[src/fsas_pkg.sv]
// Package for the fixed-size ascending sorter.
// Holds the word type, the link and control structs between cells, and the
// sequencer state type. No dependencies.
package fsas_pkg;

  localparam int unsigned WordWidth = 32;

  typedef logic signed [WordWidth-1:0] word_t;

  // Value handed from one cell to its right-hand neighbor.
  typedef struct packed {
    logic  valid;
    word_t data;
  } link_t;

  // Mode of every cell in the chain for one cycle.
  typedef struct packed {
    logic step;   // compare-and-insert step
    logic shift;  // move stored values one cell to the left
  } cell_ctrl_t;

  typedef enum logic [1:0] {
    StLoad,
    StSettle,
    StDrain
  } state_e;

endpackage

[src/fsas_if.sv]
// Valid/ready channel interfaces for the sorter input and output.
// Depends on fsas_pkg for the word type.
interface fsas_in_if;
  import fsas_pkg::*;

  logic  valid;
  logic  ready;
  word_t value;

  modport source (output valid, output value, input ready);
  modport sink   (input valid, input value, output ready);
endinterface

interface fsas_out_if;
  import fsas_pkg::*;

  logic  valid;
  logic  ready;
  word_t sorted_value;
  logic  last;

  modport source (output valid, output sorted_value, output last, input ready);
  modport sink   (input valid, input sorted_value, input last, output ready);
endinterface

[src/fsas_cell.sv]
// One cell of the insertion sorting chain: holds one value and hands the
// larger of its value and the arriving value to the right. Uses fsas_pkg.
module fsas_cell (
  input  logic                 clk_i,
  input  logic                 rst_ni,
  input  fsas_pkg::cell_ctrl_t ctrl_i,
  input  fsas_pkg::link_t      link_i,
  output fsas_pkg::link_t      link_o,
  input  fsas_pkg::word_t      right_val_i,
  input  logic                 right_full_i,
  output fsas_pkg::word_t      val_o,
  output logic                 full_o
);
  import fsas_pkg::*;

  word_t val_q, val_d;
  logic  full_q, full_d;
  link_t pass_d;
  logic  pass_valid_q;
  word_t pass_data_q;

  // Insert step keeps the smaller value; drain shift pulls from the right.
  always_comb begin
    val_d        = val_q;
    full_d       = full_q;
    pass_d.valid = 1'b0;
    pass_d.data  = link_i.data;
    if (ctrl_i.shift) begin
      val_d  = right_val_i;
      full_d = right_full_i;
    end else if (ctrl_i.step && link_i.valid) begin
      if (!full_q) begin
        val_d  = link_i.data;
        full_d = 1'b1;
      end else if (link_i.data < val_q) begin
        val_d        = link_i.data;
        pass_d.valid = 1'b1;
        pass_d.data  = val_q;
      end else begin
        pass_d.valid = 1'b1;
        pass_d.data  = link_i.data;
      end
    end
  end

  // Control bits.
  always_ff @(posedge clk_i or negedge rst_ni) begin
    if (!rst_ni) begin
      full_q       <= 1'b0;
      pass_valid_q <= 1'b0;
    end else begin
      full_q       <= full_d;
      pass_valid_q <= pass_d.valid;
    end
  end

  // Payload.
  always_ff @(posedge clk_i) begin
    val_q       <= val_d;
    pass_data_q <= pass_d.data;
  end

  assign link_o.valid = pass_valid_q;
  assign link_o.data  = pass_data_q;
  assign val_o        = val_q;
  assign full_o       = full_q;

endmodule

[src/fsas_ctrl.sv]
// Sequencer of the sorter: load, settle and drain phases with one counter.
// Uses fsas_pkg.
module fsas_ctrl #(
  parameter int unsigned COUNT = 16
) (
  input  logic                 clk_i,
  input  logic                 rst_ni,
  input  logic                 in_valid_i,
  input  logic                 out_valid_i,
  input  logic                 out_ready_i,
  output logic                 in_ready_o,
  output fsas_pkg::cell_ctrl_t cell_ctrl_o,
  output logic                 out_load_o,
  output logic                 out_last_o
);
  import fsas_pkg::*;

  localparam int unsigned CntW = (COUNT > 2) ? $clog2(COUNT) : 1;
  localparam logic [CntW-1:0] CntLast = CntW'(COUNT - 1);

  state_e          state_q, state_d;
  logic [CntW-1:0] cnt_q, cnt_d;
  logic            cnt_last;
  logic            take;
  logic            adv;

  assign cnt_last = (cnt_q == CntLast);
  assign take     = (state_q == StDrain) && (!out_valid_i || out_ready_i);

  // Next state.
  always_comb begin
    state_d = state_q;
    case (state_q)
      StLoad: begin
        if (in_valid_i && cnt_last) state_d = StSettle;
      end
      StSettle: begin
        if (cnt_last) state_d = StDrain;
      end
      StDrain: begin
        if (take && cnt_last) state_d = StLoad;
      end
      default: state_d = StLoad;
    endcase
  end

  // Outputs of the sequencer.
  always_comb begin
    in_ready_o        = 1'b0;
    adv               = 1'b0;
    cell_ctrl_o.step  = 1'b0;
    cell_ctrl_o.shift = 1'b0;
    out_load_o        = 1'b0;
    out_last_o        = 1'b0;
    case (state_q)
      StLoad: begin
        in_ready_o       = 1'b1;
        cell_ctrl_o.step = 1'b1;
        adv              = in_valid_i;
      end
      StSettle: begin
        cell_ctrl_o.step = 1'b1;
        adv              = 1'b1;
      end
      StDrain: begin
        cell_ctrl_o.shift = take;
        out_load_o        = take;
        out_last_o        = take && cnt_last;
        adv               = take;
      end
      default: ;
    endcase
  end

  // Phase counter wraps at the end of each phase.
  always_comb begin
    cnt_d = cnt_q;
    if (adv) cnt_d = cnt_last ? '0 : cnt_q + 1'b1;
  end

  always_ff @(posedge clk_i or negedge rst_ni) begin
    if (!rst_ni) begin
      state_q <= StLoad;
      cnt_q   <= '0;
    end else begin
      state_q <= state_d;
      cnt_q   <= cnt_d;
    end
  end

endmodule

[src/fixed_size_ascending_sort.sv]
// Fixed-size ascending sorter: a chain of COUNT insertion cells, a sequencer
// and an output register. Depends on fsas_pkg, fsas_if, fsas_cell, fsas_ctrl.
//
//   channel | direction | payload                 | transaction
//   in_i    | sink      | value (32 bit signed)   | one element of a set
//   out_o   | source    | sorted_value, last      | one sorted element
//
// A set of COUNT values is taken at one value per cycle while the cell chain
// sorts them. Then a settle phase lets the last values travel to their cells,
// and the COUNT sorted values leave at up to one per cycle, smallest first.
// Input is refused during the settle and drain phases. Reset clears the cell
// fill bits, the sequencer and the output valid. A stalled output holds the
// chain in place.
module fixed_size_ascending_sort #(
  parameter int unsigned COUNT = 16
) (
  input logic        clk_i,
  input logic        rst_ni,
  fsas_in_if.sink    in_i,
  fsas_out_if.source out_o
);
  import fsas_pkg::*;

  cell_ctrl_t cell_ctrl;
  logic       out_load;
  logic       out_last;
  link_t      link [COUNT];
  word_t      cell_val [COUNT];
  logic       cell_full [COUNT];

  logic  out_valid_q;
  word_t out_data_q;
  logic  out_last_q;

  fsas_ctrl #(
    .COUNT(COUNT)
  ) u_ctrl (
    .clk_i       (clk_i),
    .rst_ni      (rst_ni),
    .in_valid_i  (in_i.valid),
    .out_valid_i (out_valid_q),
    .out_ready_i (out_o.ready),
    .in_ready_o  (in_i.ready),
    .cell_ctrl_o (cell_ctrl),
    .out_load_o  (out_load),
    .out_last_o  (out_last)
  );

  // Accepted input enters the first cell.
  assign link[0].valid = in_i.valid && in_i.ready;
  assign link[0].data  = in_i.value;

  // Chain of cells; the last cell has no right neighbor.
  for (genvar i = 0; i < COUNT; i++) begin : g_cell
    if (i < COUNT - 1) begin : g_mid
      fsas_cell u_cell (
        .clk_i        (clk_i),
        .rst_ni       (rst_ni),
        .ctrl_i       (cell_ctrl),
        .link_i       (link[i]),
        .link_o       (link[i+1]),
        .right_val_i  (cell_val[i+1]),
        .right_full_i (cell_full[i+1]),
        .val_o        (cell_val[i]),
        .full_o       (cell_full[i])
      );
    end else begin : g_end
      fsas_cell u_cell (
        .clk_i        (clk_i),
        .rst_ni       (rst_ni),
        .ctrl_i       (cell_ctrl),
        .link_i       (link[i]),
        .link_o       (),
        .right_val_i  ('0),
        .right_full_i (1'b0),
        .val_o        (cell_val[i]),
        .full_o       (cell_full[i])
      );
    end
  end

  // Output register takes the smallest value from the head of the chain.
  always_ff @(posedge clk_i or negedge rst_ni) begin
    if (!rst_ni) begin
      out_valid_q <= 1'b0;
    end else if (out_load) begin
      out_valid_q <= 1'b1;
    end else if (out_o.ready) begin
      out_valid_q <= 1'b0;
    end
  end

  always_ff @(posedge clk_i) begin
    if (out_load) begin
      out_data_q <= cell_val[0];
      out_last_q <= out_last;
    end
  end

  assign out_o.valid        = out_valid_q;
  assign out_o.sorted_value = out_data_q;
  assign out_o.last         = out_last_q;

endmodule
[src/flat_wrapper.sv]
// flat-port wrapper written by rule: the top's interface ports become plain ports
module fixed_size_ascending_sort_flat import fsas_pkg::*;
#(
  parameter int unsigned COUNT = 16
)
  (clk_i, rst_ni, in_i_valid, in_i_value, in_i_ready, out_o_valid, out_o_sorted_value, out_o_last, out_o_ready);
  fsas_in_if in_i_i ();
  fsas_out_if out_o_i ();
  input logic clk_i;
  input logic rst_ni;
  input wire logic [$bits(in_i_i.valid)-1:0] in_i_valid;
  input wire logic [$bits(in_i_i.value)-1:0] in_i_value;
  output wire logic [$bits(in_i_i.ready)-1:0] in_i_ready;
  output wire logic [$bits(out_o_i.valid)-1:0] out_o_valid;
  output wire logic [$bits(out_o_i.sorted_value)-1:0] out_o_sorted_value;
  output wire logic [$bits(out_o_i.last)-1:0] out_o_last;
  input wire logic [$bits(out_o_i.ready)-1:0] out_o_ready;
  assign in_i_i.valid = in_i_valid;
  assign in_i_i.value = in_i_value;
  assign in_i_ready = in_i_i.ready;
  assign out_o_valid = out_o_i.valid;
  assign out_o_sorted_value = out_o_i.sorted_value;
  assign out_o_last = out_o_i.last;
  assign out_o_i.ready = out_o_ready;
  fixed_size_ascending_sort #(.COUNT(COUNT)) u_core (.clk_i(clk_i), .rst_ni(rst_ni), .in_i(in_i_i), .out_o(out_o_i));
endmodule
[config.mk]
export PLATFORM = sky130hd
export DESIGN_NAME = fixed_size_ascending_sort_flat
export DESIGN_NICKNAME = d
export VERILOG_FILES = /design/src/fsas_pkg.sv /design/src/fsas_if.sv /design/src/fsas_cell.sv /design/src/fsas_ctrl.sv /design/src/fixed_size_ascending_sort.sv /design/src/flat_wrapper.sv
export SDC_FILE = /design/constraint.sdc
export NUM_CORES = 2
export LEC_CHECK = 0
export BUFFER_PORTS_ARGS = -buffer_cell sky130_fd_sc_hd__clkbuf_2
export CORE_UTILIZATION = 50
export CTS_CLUSTER_DIAMETER = 120
export DETAILED_ROUTE_END_ITERATION = 8
export GPL_ROUTABILITY_DRIVEN = 0
export HOLD_SLACK_MARGIN = 0.1
export PLACE_DENSITY = 0.66
export REMOVE_ABC_BUFFERS = 1
export SYNTH_ARGS = -nofsm -noshare
export SYNTH_HDL_FRONTEND = slang
export SYNTH_HIERARCHICAL = 1
export SYNTH_SLANG_ARGS = --single-unit
[constraint.sdc]
create_clock -name clk_i -period 11.64 [get_ports clk_i]
set_input_delay 0 -clock clk_i [delete_from_list [all_inputs] [get_ports clk_i]]
set_output_delay 0 -clock clk_i [all_outputs]
set_load 0.01 [all_outputs]
# == After elaboration in Yosys (flattened, before gate mapping) ==
# Index checks and enable logic that the tools add are counted.
# word_totals
register_bits,1063
latchBits,0
mem_bits_rw,0
mem_bits_ro,0
in_bits,36
out_inout_bits,35
wordCells,329
memories,0
# classes
add_sub_neg,1
multipliers,0
div,0
magnitude_cmp,16
eq_ne,22
shifts,0
muxes,165
bitwise_logic,0
n_reduce_logical,58
# op_table
cell,count
32-bit 2-to-1 mux,77
33-bit 2-to-1 mux,45
32-bit less-than comparator,16
3-bit by 1-bit inequality test with 1-bit output (second input constant),15
1-bit 2-to-1 mux,37
2-bit nonzero test,17
2-bit AND reduction,16
1-bit logical AND,20
2-bit 2-to-1 mux,3
2-bit case mux with 3 select lines,1
4-bit by 1-bit adder with 4-bit output (second input constant),1
4-bit == test (second input constant),1
4-bit 2-to-1 mux,1
2-bit by 1-bit inequality test with 1-bit output (second input constant),2
2-bit inequality test (second input constant),2
1-bit case mux with 3 select lines,1
3-bit AND reduction,1
2-bit by 1-bit == test with 1-bit output (second input constant),1
2-bit == test (second input constant),1
2-bit zero test,1
2-bit OR reduction,1
1-bit zero test,1
1-bit logical OR,1

# == Logic depth before layout (Yosys ltp) ==
# logic_depth
word_depth,6
ltp_mapped,10

# == Cells and area by module ==
# The synthesis kept the hierarchy.
# by_module_without_submodules
mod,instances,cells_per_inst,area_per_inst_um2,seq_area_each_um2
fsas_cell (u_core.g_cell[0].g_mid.u_cell ...),13,261,3399.5,1651.6
fsas_cell (u_core.g_cell[7].g_mid.u_cell ...),2,262,3427.0,1651.6
fsas_cell (u_core.g_cell[9].g_mid.u_cell),1,261,3447.1,1651.6
fixed_size_ascending_sort,1,38,1037.2,1016.0
fsas_ctrl,1,32,320.3,150.1

# == Least setup slack after synthesis ==
# No wires, ideal clock.
# synth_path
path_type,register -> register
start,reg u_core.u_ctrl.state_q[0]
end,"reg u_core.g_cell[0].g_mid.u_cell.val_q[0], enable pin"
setup_time_ns,0.470
t_arrival_ns,5.689
t_required_ns,11.170
setup_slack_ns,5.481
path_stages_with_launch,8
n_path_buf,3
synth_period_minus_slack_ns,6.159
path_cell_list,dfrtp_1 > nand2b_4 > nor2_1 > buf_4 > clkbuf_1 > clkbuf_1 > a21oi_1 > a211oi_1
# synth_lines
item,line_no,source
start: declaration,fsas_ctrl.sv:21,"state_e state_q, state_d;"
start signal: assignment,fsas_ctrl.sv:83,state_q <= StLoad;
start signal: assignment,fsas_ctrl.sv:86,state_q <= state_d;
2-bit == test *,--,
1-bit logical AND,fsas_ctrl.sv:28,assign take = (state_q == StDrain) && (!out_valid_i || out_ready_i);
1-bit 2-to-1 mux *,--,
named net u_core.out_load,fixed_size_ascending_sort.sv:25,logic out_load;
3-bit by 1-bit inequality test with 1-bit output (no source line) / 2-bit nonzero test (equally long branches),--,
2-bit AND reduction (no source line) *,--,
end signal: assignment,fsas_cell.sv:59,val_q <= val_d;
end: declaration,fsas_cell.sv:16,"word_t val_q, val_d;"
# Mark *: on every way through the listed nets, which the timed path passes. The rest lies on a longest branch.
# A chain may end at the register's enable or synchronous reset.

==> out/results.ini <==
[status]
status = complete, no violations

[grt]
grt_pass1_wl_um = 162700
grt-ovfl-total = 0
grt_max_degree = 193
antenna_found_initial = 0
grt_pass1_vias = 32350
grt_util_all_layers = 0.1771

[cts]
clock-sinks = 1063
cts.htree.levels = 3
clk_pin_slew_ns = 0.06
clk_latency_ns = 0.70
tritoncts = built
cts_buffers = 113
root_buffer = clkbuf_16
cts_max_path_buffers = 3
cts_resized = 0

[timing]
hold_viol = 0
slew_violations = 0
setup_ws_ns = 7.510
worst_pin_slew_ns = 1.189
setup_viol = 0
fin_worst_skew_ns = 0.03293
slew_headroom = 0.2075
fin_setup_tns_ns = 0
rsz0062_at_grt = no
max_freq_ghz = 0.2422
period_minus_slack_ns = 4.130
period_share = 0.3548

[synth]
syn_inst = 4173
yosysWarnings = 6
syn_area_per_cell_um2 = 13.09
synth_area_mm2 = 0.05463

[detailed_routing]
ant_nets = 0
vias = 31120
wirelength_um = 97340
drt_iter0_markers = 1198
viasPerCell = 5.294
routedWlPerCell_um = 16.56
remaining_drc_errors = 0
dr.pass1.iters = 5

[worst_setup_path]
cp-end-kind = register
reg2reg_depth = 11
max_stage_delay_ns = 0.67
path_cells = nand2b_4, nor2_4, buf_12, buf_12, buf_12, nand4b_1, inv_1, nand2b_1, mux2i_4, buf_4, mux2_4
cp-start-kind = register
crit_path_max_fanout = 192
cp.required_ns = 12.21
path_buf_inv = 5
reg2reg_slack_ns = 7.51
cp.arrival_ns = 4.69
worst-setup-path-type = reg2reg
cp_slowest_cell = buf_12
cp_common_cell = buf_12
cp_top_family = buffers and inverters
critical_path_depth = 11

[pwr]
p_leak_uw = 0.02613
power_density_mw_per_mm2 = 286.5
vdd_drop_max_v = 0.0004004

[min_path]
whs_path_depth = 3
hold_class = in2reg

[floorplan]
row_count = 120
initial_core_util = 0.5075
die_area_mm2 = 0.1106
fp.dieW_um = 332.6
coreArea_mm2 = 0.1077
ioPinCount = 71
fp.dieH_um = 332.6

[layout]
drive_above_1_share = 0.3032
area_delta_synth_final_pct = 11.99
fin_nets = 4909
diodes = 0

[placement]
pre_cts_slack_ns = 7.394
port_buffers = 70
dp_hpwl_um = 70280

[flow_run]
drv_cap = 0

==> layer usage <==
layer	track usage	vias up	share of wire
met3	0.02408	183	0.023
met1	0.2119	15120	0.44
met2	0.3254	328	0.51
met4	0.05625	0	0.028
met5	0	-	0
li1	-	15490	-
==> sequential cells by signal (all words and copies together) (netlist names) <==
| signal | count |
|---|---|
| u_core/out_o.sorted_value | 32 |
| u_core/g_cell.g_mid.u_cell/pass_valid_q | 15 |
| u_core/u_ctrl/cnt_q | 4 |
| u_core/g_cell.g_end.u_cell/full_o | 1 |
| u_core/out_o.last | 1 |
| u_core/g_cell.g_end.u_cell/val_o | 32 |
| u_core/g_cell.g_mid.u_cell/val_o | 480 |
| u_core/g_cell.g_mid.u_cell/pass_data_q | 480 |
| u_core/out_o.valid | 1 |
| u_core/u_ctrl/state_q | 2 |
| u_core/g_cell.g_mid.u_cell/full_o | 15 |
==> worst paths after layout <==
kind	start	endpoint
min in group asynchronous	rst_ni	u_core/g_cell[15].g_end.u_cell/full_o
hold / removal	in_i_value[6]	u_core/g_cell[0].g_mid.u_cell/val_o[6]
setup reg to reg	u_core/u_ctrl/state_q[0]	u_core/g_cell[14].g_mid.u_cell/pass_data_q[5]
setup / recovery	u_core/u_ctrl/state_q[0]	u_core/g_cell[14].g_mid.u_cell/pass_data_q[5]
hold reg to reg	u_core/g_cell[0].g_mid.u_cell/val_o[31]	u_core/out_o.sorted_value[31]
max in group asynchronous	rst_ni	u_core/u_ctrl/cnt_q[2]
==> what timing repair did <==
action	CTS	global route
setup buffers	0	0
hold buffers	71	0
endpoints found under the hold margin	112	0
==> cell usage in the layout (no fill, tap or decap), types with 15 or more instances in the layout <==
cell           count
clkbuf_1          23
o21ai_0           95
dlygate4sd3_1     71
nand2b_1          26
a211o_1           28
dfrtp_1           38
clkbuf_8          21
dfxtp_1          480
buf_4             37
nand2_1          180
a21o_1            33
nor4_1            15
ha_1             497
a21oi_1          228
inv_1            528
clkbuf_16        115
clkinv_2          25
edfxtp_1         545
clkbuf_2          70
mux2_2           529
nand4_1           58
mux2_4           450
conb_1            33
nand3_1           50
o311a_1           15
nor3b_1           19
nor2_1            53
==> layout make-up <==
class | instances | area (µm²)
Clock buffer | 159 | 3253
Clock inverter | 56 | 618.1
Fill cell | 8685 | 46470
Inverter | 528 | 1982
Multi-Input combinational cell | 2489 | 25250
Sequential cell | 1063 | 26930
Tap cell | 1403 | 1755
Timing Repair Buffer | 181 | 1399
==> stage by stage <==
| stage | total power, µW | cells | instance area (µm²) | util | hold slack (ns) |
|---|---|---|---|---|---|
| after global placement | 13650 | 5593 | 56610 | 0.5258 | 0.1188 |
| final | 17530 | 5879 | 61190 | 0.5684 | 0.1691 |
| after floorplan | 12230 | 4080 | 53890 | - | -0.2956 |
| after global routing | 18800 | 5879 | 61190 | 0.5684 | 0.1512 |
| after detailed placement | 13950 | 5593 | 56610 | 0.5258 | 0.1171 |
| after CTS | 17760 | 5879 | 61190 | 0.5684 | 0.1156 |
==> power by group <==
part | leakage [µW] | internal, µW | total [µW] | switching [µW]
Combinational | 0.0147 | 3500 | 6650 | 3150
Clock | 0.00191 | 2190 | 3710 | 1520
Sequential | 0.00955 | 6000 | 7170 | 1170
Total | 0.0261 | 11700 | 17500 | 5830
==> worst register-to-register path: stages (launching register included) <==
cell,delay [ns]
dfrtp_1,0.42
nand2b_4,0.19
nor2_4,0.13
buf_12,0.45
buf_12,0.68
buf_12,0.64
nand4b_1,0.50
inv_1,0.09
nand2b_1,0.12
mux2i_4,0.08
buf_4,0.31
mux2_4,0.39
Note: power is estimated with default switching activity, not from simulation.
